==> config.mk <==
export PLATFORM = sky130hd
export DESIGN_NAME = fasta_fastq_record_deframer_top
export DESIGN_NICKNAME = d
export VERILOG_FILES = /design/src/hdl/fqd_pkg.sv /design/src/hdl/fqd_parser.sv /design/src/hdl/fasta_fastq_record_deframer_top.sv
export VERILOG_INCLUDE_DIRS = /design/src /design/src/hdl
export SDC_FILE = /design/constraint.sdc
export NUM_CORES = 1
export LEC_CHECK = 0
export BUFFER_PORTS_ARGS = -buffer_cell sky130_fd_sc_hd__buf_2
export CAP_MARGIN = 20
export CORE_ASPECT_RATIO = 1.4
export CORE_MARGIN = 5
export CORE_UTILIZATION = 56
export DETAILED_ROUTE_END_ITERATION = 6
export PLACE_DENSITY = 0.81
export SETUP_SLACK_MARGIN = 0.4
export SYNTH_ARGS = -nofsm -noshare
export SYNTH_HDL_FRONTEND = slang
export SYNTH_SLANG_ARGS = --single-unit
==> constraint.sdc <==
create_clock -name clk -period 3.9 [get_ports clk]
set_input_delay 1.17 -clock clk [delete_from_list [all_inputs] [get_ports clk]]
set_output_delay 1.17 -clock clk [all_outputs]
set_load 0.02 [all_outputs]
==> src/hdl/fasta_fastq_record_deframer_top_macros.svh <==
// Assertion macros shared by the deframer RTL.
// Each macro expects clk and rst to be visible where it is used.
`ifndef FASTA_FASTQ_RECORD_DEFRAMER_TOP_MACROS_SVH
`define FASTA_FASTQ_RECORD_DEFRAMER_TOP_MACROS_SVH

// Check that a condition holds at every edge outside reset
`define FQD_ASSERT_ALWAYS(lbl, cond) \
  lbl: assert property (@(posedge clk) disable iff (rst) (cond)) \
    else $error("fqd assertion failed");

// Check that an antecedent implies a consequent in the same cycle
`define FQD_ASSERT_IMPLIES(lbl, ante, cons) \
  lbl: assert property (@(posedge clk) disable iff (rst) (ante) |-> (cons)) \
    else $error("fqd assertion failed");

// Check a property that also has to hold across the reset release
`define FQD_ASSERT_FELL(lbl, sig, cons) \
  lbl: assert property (@(posedge clk) $fell(sig) |-> (cons)) \
    else $error("fqd assertion failed");

`endif

==> src/hdl/fqd_pkg.sv <==
// Package for the FASTA/FASTQ record deframer: codes, result type, constants.
// No dependencies; used by fqd_parser and fasta_fastq_record_deframer_top.
package fqd_pkg;

  localparam int LENGTH_BITS = 32;
  localparam logic [LENGTH_BITS-1:0] LEN_MAX = {LENGTH_BITS{1'b1}};

  // Result queue depth and pointer width
  localparam int QDEPTH = 4;
  localparam int QPTR_W = $clog2(QDEPTH);
  localparam int QCNT_W = $clog2(QDEPTH + 1);

  // Characters of interest
  localparam logic [7:0] CH_GT   = 8'h3E;
  localparam logic [7:0] CH_AT   = 8'h40;
  localparam logic [7:0] CH_PLUS = 8'h2B;
  localparam logic [7:0] CH_LF   = 8'h0A;

  typedef enum logic [2:0] {
    PH_START   = 3'd0,
    PH_HEADER  = 3'd1,
    PH_SEQ     = 3'd2,
    PH_PLUS    = 3'd3,
    PH_QUAL    = 3'd4,
    PH_NEXTHDR = 3'd5,
    PH_DONE    = 3'd6
  } phase_t;

  typedef enum logic [2:0] {
    K_HDR  = 3'd0,
    K_BASE = 3'd1,
    K_QUAL = 3'd2,
    K_END  = 3'd3,
    K_ERR  = 3'd4
  } kind_t;

  typedef enum logic [1:0] {
    E_NONE     = 2'd0,
    E_FORMAT   = 2'd1,
    E_BADHDR   = 2'd2,
    E_QUAL_LEN = 2'd3
  } err_t;

  typedef struct packed {
    kind_t      kind;
    logic [7:0] data;
    err_t       err;
    logic       fastq;
    logic       last;
  } result_t;

  // Results produced by one accepted item
  typedef struct packed {
    logic [1:0] count;
    result_t    r0;
    result_t    r1;
  } result_pair_t;

endpackage

==> src/hdl/fqd_parser.sv <==
// Parser state and per-byte classification for the record deframer.
// Depends on fqd_pkg; produces up to two results per accepted item.
module fqd_parser (
  input  logic               clk,
  input  logic               rst,
  input  logic               in_take,
  input  logic [7:0]         in_byte,
  input  logic               end_of_stream,
  output fqd_pkg::result_pair_t res
);
  import fqd_pkg::*;

  phase_t                 phase, phase_next;
  logic                   fastq, fastq_next;
  logic                   line_start, line_start_next;
  logic [LENGTH_BITS-1:0] seq_len, seq_len_next;
  logic [LENGTH_BITS-1:0] qual_len, qual_len_next;
  logic                   stuck, stuck_next;

  logic [LENGTH_BITS-1:0] seq_inc, qual_inc;
  logic                   lens_equal;
  kind_t                  k0, k1;
  logic [7:0]             b0;
  err_t                   e0;
  logic [1:0]             n;

  assign seq_inc    = (seq_len == LEN_MAX) ? seq_len : seq_len + 1'b1;
  assign qual_inc   = (qual_len == LEN_MAX) ? qual_len : qual_len + 1'b1;
  assign lens_equal = (qual_len == seq_len);

  // Next state and results for the incoming byte
  always_comb begin
    phase_next      = phase;
    fastq_next      = fastq;
    line_start_next = line_start;
    seq_len_next    = seq_len;
    qual_len_next   = qual_len;
    stuck_next      = stuck;
    n  = 2'd0;
    k0 = K_HDR;
    b0 = 8'h00;
    e0 = E_NONE;
    k1 = K_HDR;
    if (!stuck && phase != PH_DONE) begin
      if (end_of_stream) begin
        phase_next = PH_DONE;
        case (phase)
          PH_START: begin
            n = 2'd1; k0 = K_ERR; e0 = E_FORMAT; stuck_next = 1'b1;
          end
          PH_HEADER, PH_SEQ, PH_PLUS, PH_QUAL: begin
            n  = 2'd1;
            k0 = K_END;
            if (fastq && !lens_equal) begin
              k0 = K_ERR; e0 = E_QUAL_LEN; stuck_next = 1'b1;
            end
          end
          default: ;
        endcase
      end else begin
        case (phase)
          PH_START: begin
            n = 2'd1;
            if (in_byte == CH_GT || in_byte == CH_AT) begin
              fastq_next      = (in_byte == CH_AT);
              phase_next      = PH_HEADER;
              seq_len_next    = '0;
              qual_len_next   = '0;
              line_start_next = 1'b0;
              k0 = K_HDR; b0 = in_byte;
            end else begin
              k0 = K_ERR; e0 = E_FORMAT; stuck_next = 1'b1;
            end
          end
          PH_HEADER: begin
            if (in_byte == CH_LF) begin
              phase_next = PH_SEQ; line_start_next = 1'b1;
            end else begin
              n = 2'd1; k0 = K_HDR; b0 = in_byte;
            end
          end
          PH_SEQ: begin
            if (in_byte == CH_LF) begin
              line_start_next = 1'b1;
            end else if (line_start && !fastq && in_byte == CH_GT) begin
              // FASTA record boundary: close this record, open the next
              n  = 2'd2;
              k0 = K_END;
              k1 = K_HDR;
              phase_next      = PH_HEADER;
              seq_len_next    = '0;
              qual_len_next   = '0;
              line_start_next = 1'b0;
            end else if (line_start && fastq && in_byte == CH_PLUS) begin
              phase_next = PH_PLUS; line_start_next = 1'b0;
            end else begin
              seq_len_next    = seq_inc;
              line_start_next = 1'b0;
              n = 2'd1; k0 = K_BASE; b0 = in_byte;
            end
          end
          PH_PLUS: begin
            if (in_byte == CH_LF) begin
              if (seq_len == '0) begin
                phase_next = PH_NEXTHDR; n = 2'd1; k0 = K_END;
              end else begin
                phase_next = PH_QUAL; line_start_next = 1'b1;
              end
            end
          end
          PH_QUAL: begin
            if (in_byte == CH_LF) begin
              line_start_next = 1'b1;
              if (qual_len >= seq_len) begin
                n = 2'd1;
                if (lens_equal) begin
                  k0 = K_END; phase_next = PH_NEXTHDR;
                end else begin
                  k0 = K_ERR; e0 = E_QUAL_LEN; stuck_next = 1'b1;
                end
              end
            end else begin
              qual_len_next   = qual_inc;
              line_start_next = 1'b0;
              n = 2'd1; k0 = K_QUAL; b0 = in_byte;
            end
          end
          PH_NEXTHDR: begin
            n = 2'd1;
            if (in_byte == CH_AT) begin
              phase_next      = PH_HEADER;
              seq_len_next    = '0;
              qual_len_next   = '0;
              line_start_next = 1'b0;
              k0 = K_HDR; b0 = in_byte;
            end else begin
              k0 = K_ERR; e0 = E_BADHDR; stuck_next = 1'b1;
            end
          end
          default: ;
        endcase
      end
    end
  end

  // Pack results; the second one only occurs as a header '>' after a record end
  always_comb begin
    res.count    = n;
    res.r0.kind  = k0;
    res.r0.data  = b0;
    res.r0.err   = e0;
    res.r0.fastq = fastq_next;
    res.r0.last  = (n == 2'd1);
    res.r1.kind  = k1;
    res.r1.data  = CH_GT;
    res.r1.err   = E_NONE;
    res.r1.fastq = fastq_next;
    res.r1.last  = 1'b1;
  end

  // Advance parser state on each accepted item
  always_ff @(posedge clk) begin
    if (rst) begin
      phase      <= PH_START;
      fastq      <= 1'b0;
      line_start <= 1'b1;
      seq_len    <= '0;
      qual_len   <= '0;
      stuck      <= 1'b0;
    end else if (in_take) begin
      phase      <= phase_next;
      fastq      <= fastq_next;
      line_start <= line_start_next;
      seq_len    <= seq_len_next;
      qual_len   <= qual_len_next;
      stuck      <= stuck_next;
    end
  end

endmodule

==> src/hdl/fasta_fastq_record_deframer_top.sv <==
// A result is written into the result queue when the item that causes it is accepted.
// Throughput: one item per cycle while s_axis_tready is high; a FASTA record boundary
// yields two results, which leave one after the other through a four-entry result queue.
// s_axis_tready is high while the queue holds two or fewer results.
// Reset (rst, synchronous, active high) empties the queue and returns the parser
// to the start phase, awaiting the format byte.
// Top level of the FASTA/FASTQ record deframer; depends on fqd_pkg, fqd_parser
// and the assertion macros header.
`include "fasta_fastq_record_deframer_top_macros.svh"

module fasta_fastq_record_deframer_top (
  input  logic        clk,
  input  logic        rst,
  input  logic        s_axis_tvalid,
  output logic        s_axis_tready,
  input  logic [7:0]  s_axis_tdata,   // [7:0] in_byte
  input  logic        s_axis_tlast,   // end_of_stream
  output logic        m_axis_tvalid,
  input  logic        m_axis_tready,
  output logic [15:0] m_axis_tdata,   // [7:0] out_byte, [9:8] error_code, [15:10] zero
  output logic [3:0]  m_axis_tuser,   // [2:0] out_kind, [3] record_format
  output logic        m_axis_tlast    // last_result
);
  import fqd_pkg::*;

  logic         in_take;
  logic         out_take;
  result_pair_t res;

  result_t              q_mem [QDEPTH];
  logic [QPTR_W-1:0]    wr_ptr, rd_ptr;
  logic [QCNT_W-1:0]    count, count_next;
  result_t              head;

  assign s_axis_tready = (count <= QCNT_W'(QDEPTH - 2));
  assign in_take       = s_axis_tvalid && s_axis_tready;
  assign out_take      = m_axis_tvalid && m_axis_tready;

  fqd_parser u_parser (
    .clk           (clk),
    .rst           (rst),
    .in_take       (in_take),
    .in_byte       (s_axis_tdata),
    .end_of_stream (s_axis_tlast),
    .res           (res)
  );

  // Write new results into the queue
  always_ff @(posedge clk) begin
    if (in_take && res.count != 2'd0) begin
      q_mem[wr_ptr] <= res.r0;
      if (res.count == 2'd2) begin
        q_mem[wr_ptr + 1'b1] <= res.r1;
      end
    end
  end

  assign count_next = count
                      + (in_take ? QCNT_W'(res.count) : '0)
                      - QCNT_W'(out_take);

  // Advance queue pointers and fill count
  always_ff @(posedge clk) begin
    if (rst) begin
      wr_ptr <= '0;
      rd_ptr <= '0;
      count  <= '0;
    end else begin
      if (in_take) begin
        wr_ptr <= wr_ptr + QPTR_W'(res.count);
      end
      if (out_take) begin
        rd_ptr <= rd_ptr + 1'b1;
      end
      count <= count_next;
    end
  end

  // Present the oldest result
  assign head          = q_mem[rd_ptr];
  assign m_axis_tvalid = (count != '0);
  assign m_axis_tdata  = {6'b0, head.err, head.data};
  assign m_axis_tuser  = {head.fastq, head.kind};
  assign m_axis_tlast  = head.last;

  `FQD_ASSERT_ALWAYS(a_count_bound, count <= QCNT_W'(QDEPTH))
  `FQD_ASSERT_FELL(a_ready_after_reset, rst, s_axis_tready && !m_axis_tvalid)
  `FQD_ASSERT_IMPLIES(a_nochar_zero, m_axis_tvalid && (head.kind == K_END || head.kind == K_ERR),
                      head.data == 8'h00)
  `FQD_ASSERT_IMPLIES(a_err_only_on_error, m_axis_tvalid && head.kind != K_ERR,
                      head.err == E_NONE)

endmodule

# ---- Yosys cells after proc, flatten, opt, wreduce, memory -nomap -nowiden
# Memories as Yosys holds them, arrays and structs flattened. A register that Yosys moved wholly into a read port is not among the register bits.
# Index checks and enable logic that the tools add are counted.
dict set report totals {
  regBits 77
  ramBits 60
  inputBits 13
  word_cells 191
  n_memories 1
}
dict set report op_classes {
  addsub 7
  n_lt_le_gt_ge 2
  n_eq_ne 40
  mux 99
  n_bitwise 1
  reduce_logical 32
}
# memory depth word_bits read_ports rd_clocked_by_memory_dff wr line
set memory_table {}
lappend memory_table {q_mem 4 15 1 1 2 fasta_fastq_record_deframer_top.sv:30} ;# result_t q_mem [QDEPTH];
# op count
set ops {}
lappend ops {{$mux 32} 10}
lappend ops {{$pmux 32 s4} 1}
lappend ops {{$pmux 32 s3} 1}
lappend ops {{$mux 3} 22}
lappend ops {{$add 32x1->32 const B} 2}
lappend ops {{$eq 32x32->1 const B} 2}
lappend ops {{$mux 8} 8}
lappend ops {{$eq 32x32->1} 1}
lappend ops {{$ge 32x32->1} 1}
lappend ops {{$logic_not 32->1} 1}
lappend ops {{$mux 2} 16}
lappend ops {{$pmux 8 s4} 1}
lappend ops {{$mux 1} 31}
lappend ops {{$ne 3x2->1 const B} 9}
lappend ops {{$reduce_and 10->1} 2}
lappend ops {{$ne 3x3->1 const B} 6}
lappend ops {{$pmux 3 s6} 1}
lappend ops {{$reduce_and 9->1} 2}
lappend ops {{$eq 8x6->1 const B} 2}
lappend ops {{$pmux 3 s5} 1}
lappend ops {{$reduce_and 12->1} 1}
lappend ops {{$ne 2x1->1 const B} 5}
lappend ops {{$pmux 2 s5} 1}
lappend ops {{$logic_and 1x1->1} 9}
lappend ops {{33 further kinds} 45}

# ---- Logic depth before layout (Yosys ltp)
dict set report depth {
  word_depth 12
  mapped_depth 18
  ltp_nobuf 17
}

# ---- Hierarchy
# A second synthesis with hierarchy kept.
dict set report hier_totals {
  cells_unflattened 884
  hier_area_um2 8790.9
}
# module n_inst cells_per_inst area_per_inst_um2
set modules_own_cells {}
lappend modules_own_cells {fqd_parser 1 669 5098.6}
lappend modules_own_cells {fasta_fastq_record_deframer_top 1 215 3692.3}

# ---- Worst setup path after synthesis
# OpenSTA, ideal clock, no wires.
dict set report synth_timing {
  kind {in2reg}
  from {input port s_axis_tdata[6]}
  to {register count[2]}
  arrival_ps 3734
  required_time_ps 3772
  slack_ps 39
  stages 15
  cell_sequence {and4bb_2 > nand4_1 > nor3b_1 > a211o_1 > nor2_1 > a21oi_1 > nand2_1 > ha_1 > inv_1 > ha_1 > inv_1 > fa_1 > xnor2_1 > xnor2_1 > nor2_1}
}
dict set report synth_between {
  elab_chain_cells 11
}
# item line
set synth_lines {}
lappend synth_lines {{start: declaration} fasta_fastq_record_deframer_top.sv:16} ;# input logic [7:0] s_axis_tdata,
lappend synth_lines {{$eq 8x6->1} fqd_parser.sv:94} ;# end else if (line_start && fastq && in_byte == CH_PLUS) begin
lappend synth_lines {{$logic_and 1x1->1} fqd_parser.sv:94}
lappend synth_lines {{$mux 1} fqd_parser.sv:94}
lappend synth_lines {{$mux 2} fqd_parser.sv:85} ;# end else if (line_start && !fastq && in_byte == CH_GT) begin
lappend synth_lines {{$mux 2} fqd_parser.sv:83} ;# if (in_byte == CH_LF) begin
lappend synth_lines {{$pmux 2 s5 (*)} fqd_parser.sv:61} ;# case (phase)
lappend synth_lines {{$mux 2 (*)} fqd_parser.sv:45} ;# if (end_of_stream) begin
lappend synth_lines {{$mux 2 (*)} fqd_parser.sv:44} ;# if (!stuck && phase != PH_DONE) begin
lappend synth_lines {{$mux 2 (*)} fasta_fastq_record_deframer_top.sv:59} ;# + (in_take ? QCNT_W'(res.count) : '0)
lappend synth_lines {{$add 3x2->3 (*)} fasta_fastq_record_deframer_top.sv:59}
lappend synth_lines {{$sub 3x1->3 (*)} fasta_fastq_record_deframer_top.sv:60} ;# - QCNT_W'(out_take);
lappend synth_lines {{end signal: assignment} fasta_fastq_record_deframer_top.sv:75} ;# count <= count_next;
lappend synth_lines {{end: declaration} fasta_fastq_record_deframer_top.sv:32} ;# logic [QCNT_W-1:0] count, count_next;
# Mark *: on every way between the ends. The rest lies on a longest branch, timed or not.
# A chain may end at the register's enable or synchronous reset.

# ---- Worst setup path after layout
dict set report layout_timing {
  from {input port s_axis_tdata[4]}
  to {register count[2]}
}
# The elaborated chain is that of the path after synthesis.

==> metrics.md <==
| Metric | Value |
|---|---|
| Core Util, Final | `66.8%` |
| GRT overflow | `0` |
| Pleak | `3.53 nW` |
| Worst setup SP type | `primary input` |
| Avg Vias per Cell | `6.01` |
| Skew-Pair Late Insertion Delay | `0.44 ns` |
| Post-layout net count | `1058` |
| CP max FO | `2` |
| Number of CTS-inserted buffers | `17` |
| Count of final setup violators | `0` |
| Worst hold start | `q_mem[0][14]` |
| Outcome | `completed` |
| Layout area overhead | `16.8%` |
| Clk_skew | `0.0109 ns` |
| VDD IR max | `0.000373 V` |
| CP endpoint kind | `register` |
| Ys async rst share | `0%` |
| Hold path depth | `2` |
| Die X | `111 µm` |
| Die Area | `0.0167 mm²` |
| Sequential area share after synthesis | `35.5%` |
| Actual slew at the worst max-slew pin | `0.759 ns` |
| Final Cycle Share | `89.1%` |
| Count of cell types in the netlist | `67` |
| RePlAce Congestion | `1.01` |
| Final cell count without fillers | `1200` |
| 1st-iter DRT viols | `541` |
| Fin Hold WS | `0.475 ns` |
| Tightest Hold Check Type | `register to register` |
| Share of layout cells above drive strength 1 | `16.0%` |
| Final Hold Vio Count | `0` |
| Vias in the first global route | `7136` |
| PnR worst setup slack | `0.426 ns` |
| PD cells | `498 mW/mm²` |
| First-pass GRT wire length | `33800 µm` |
| Placement-stage cell area | `0.00852 mm²` |
| GR Util All Layers | `25.0%` |
| Largest net degree at the start of global routing | `61` |
| EDFF count, synth | `4` |
| Post-route DRC | `0` |
| Clk pin slew, worst setup/hold paths | `0.06 ns` |
| R2r startpoint | `u_parser.seq_len[14]` |
| RR Endpoint | `count[2]` |
| R2R Setup Slk | `0.50 ns` |
| Synth Flop Type | `dfxtp_1` |
| Clk buf depth | `2` |
| Final wirelength | `21100 µm` |
| Design area | `0.00929 mm²` |
| Vert. Die Dim | `151 µm` |
| Row cnt | `51` |
| Synth Register Bits | `139` |
| End of the worst hold path | `q_mem[0][14]` |
| TNS Setup | `0 ns` |
| Drt first pass iters | `6` |
| Placed insts | `1164` |
| Buffers added on ports | `29` |
| Synthesized area | `0.00796 mm²` |
| WP data arrival | `3.78 ns` |
| Slew HR | `49.3%` |
| Mean Syn Cell Area | `8.44 µm²` |
| Crit path time final | `3.47 ns` |
| Synth Warn # | `0` |
| RSZ-0062 raised after global routing | `yes` |
| Avg WL per Cell | `17.6 µm` |
| # clock sinks | `139` |
| HPWL after DPL | `15200 µm` |
| FMAX | `288 MHz` |
| I/O pins | `36` |
| Worst Reg-to-Reg Cells | `17` |
| Total number of vias | `7209` |
| Dpl ws | `-0.189 ns` |
| Max cap viols | `0` |
| Total Power | `4.63 mW` |
| Initial antenna violation count | `0` |
| Core area | `0.0139 mm²` |
| Synthesized instance count | `942` |
| WP data required | `4.21 ns` |
| Final Slew Violations | `0` |
| Post-route ant nets | `0` |
| Initial Utilization | `57.2%` |
| N_diodes | `0` |
| Crit Path Class | `primary input to register` |
| H-tree depth | `4` |
| Clock root cell | `clkbuf_16` |
| CTS tree | `built` |
==> state kept, by name, summed over array words and instances, names as in the netlist, named ones only <==
register	cells
wr_ptr	2
u_parser.fastq	1
u_parser.phase	3
u_parser.stuck	1
u_parser.qual_len	32
rd_ptr	2
u_parser.line_start	1
count	3
q_mem	60
u_parser.seq_len	32
==> cells in the final DEF, fill, tap and decap left out, types with 15 or more instances in the layout <==
master and count:
a21oi_1 46, buf_2 29, buf_4 46, clkbuf_16 17
dfxtp_1 128, ha_1 39, inv_1 50, mux2i_1 50
mux4_2 15, nand2_1 86, nand3_1 50, nand4_1 35
nor2_1 112, nor3_1 30, nor4_1 17, o21ai_0 36
or3_1 21, xnor2_1 42
==> repair_timing <==
| action | CTS | global route |
|---|---|---|
| endpoints found under the setup margin | 14 | 28 |
| buffers inserted | 0 | 3 |
| pin swaps | 3 | 12 |
| hold buffers | 0 | 0 |
| gates resized for setup | 4 | 27 |
==> critical path: stages <==
cell     delay, ns
buf_2         0.10
or4_4         0.56
o31ai_4       0.18
a21oi_1       0.09
a211o_1       0.26
nor2_2        0.14
a21oi_2       0.07
nand2_1       0.07
ha_1          0.22
inv_1         0.05
ha_1          0.12
inv_1         0.04
fa_2          0.35
xnor2_2       0.17
xnor2_1       0.13
nor2_1        0.05
==> where the power goes <==
part           internal, mW  leakage, nW  total [mW]  switching, mW
clock network         0.951        0.282        1.63          0.678
logic                 0.529         2.12        1.24          0.710
registers              1.61         1.13        1.76          0.153
==> final cells by class <==
cell class                      instances  area (µm²)
Timing Repair Buffer                   78         538
Clock inverter                         15         165
Multi-Input combinational cell        714        4900
Tap cell                              185         231
Inverter                               52         195
Sequential cell                       139        2830
Fill cell                            1130        4620
Clock buffer                           17         425
==> worst max path at each step <==
| stage | start | endpoint | slack [ns] |
|---|---|---|---|
| after floorplan | s_axis_tdata[4] | count[2] | 0.11 |
| final | s_axis_tdata[4] | count[2] | 0.43 |
| after CTS | s_axis_tdata[4] | count[2] | 0.37 |
| after global routing | u_parser.seq_len[29] | count[2] | 0.20 |
| after global placement | s_axis_tdata[5] | count[2] | -0.18 |
| after detailed placement | s_axis_tdata[5] | count[2] | -0.19 |
==> Yosys cell counts, drive strengths merged (5+ instances only) <==
cell / instances / area [µm²]
and2: 11 / 68.8
xor2: 9 / 78.8
nand4: 35 / 219
nor2: 114 / 428
xnor2: 43 / 377
nor4: 22 / 144
and4: 5 / 43.8
nor2b: 7 / 43.8
a21oi: 50 / 258
o211ai: 7 / 52.6
a21o: 5 / 37.5
dfxtp: 135 / 2700
mux2i: 50 / 500
o21ai: 39 / 195
and3: 9 / 56.3
nand3: 50 / 250
nor3: 32 / 171
or3: 21 / 131
a211oi: 6 / 62.6
nand2b: 8 / 50.1
buf: 13 / 95.1
ha: 42 / 526
inv: 52 / 195
mux4: 15 / 338
clkbuf: 29 / 109
nand2: 86 / 323
==> kinds of logic (layout without fill, tap and decap cells) <==
kind of cell | after synthesis | in the layout | synth area share (%)
AO/OA/AOI/OAI | 137 | 137 | 10.8
adder cells (fa/ha/maj) | 43 | 43 | 6.86
flip-flops | 139 | 139 | 35.5
buffers and inverters | 94 | 162 | 5.02
other | 1 | 6 | 0.0471
XOR/XNOR | 52 | 52 | 5.73
multiplexers | 65 | 65 | 10.5
AND/OR/NAND/NOR | 411 | 411 | 25.5
==> per-layer routing <==
| metal | up-vias | share of wire (%) | track usage (%) | routed length (µm) |
|---|---|---|---|---|
| met5 | - | 0 | 0 | 0 |
| met4 | 0 | 4.8 | 15.4 | 1000 |
| met3 | 79 | 5.0 | 5.24 | 1060 |
| met2 | 252 | 53 | 46.0 | 11200 |
| met1 | 3405 | 37 | 26.1 | 7810 |
| li1 | 3473 | - | - | - |
No activity file was read; power rests on OpenSTA's default activity.
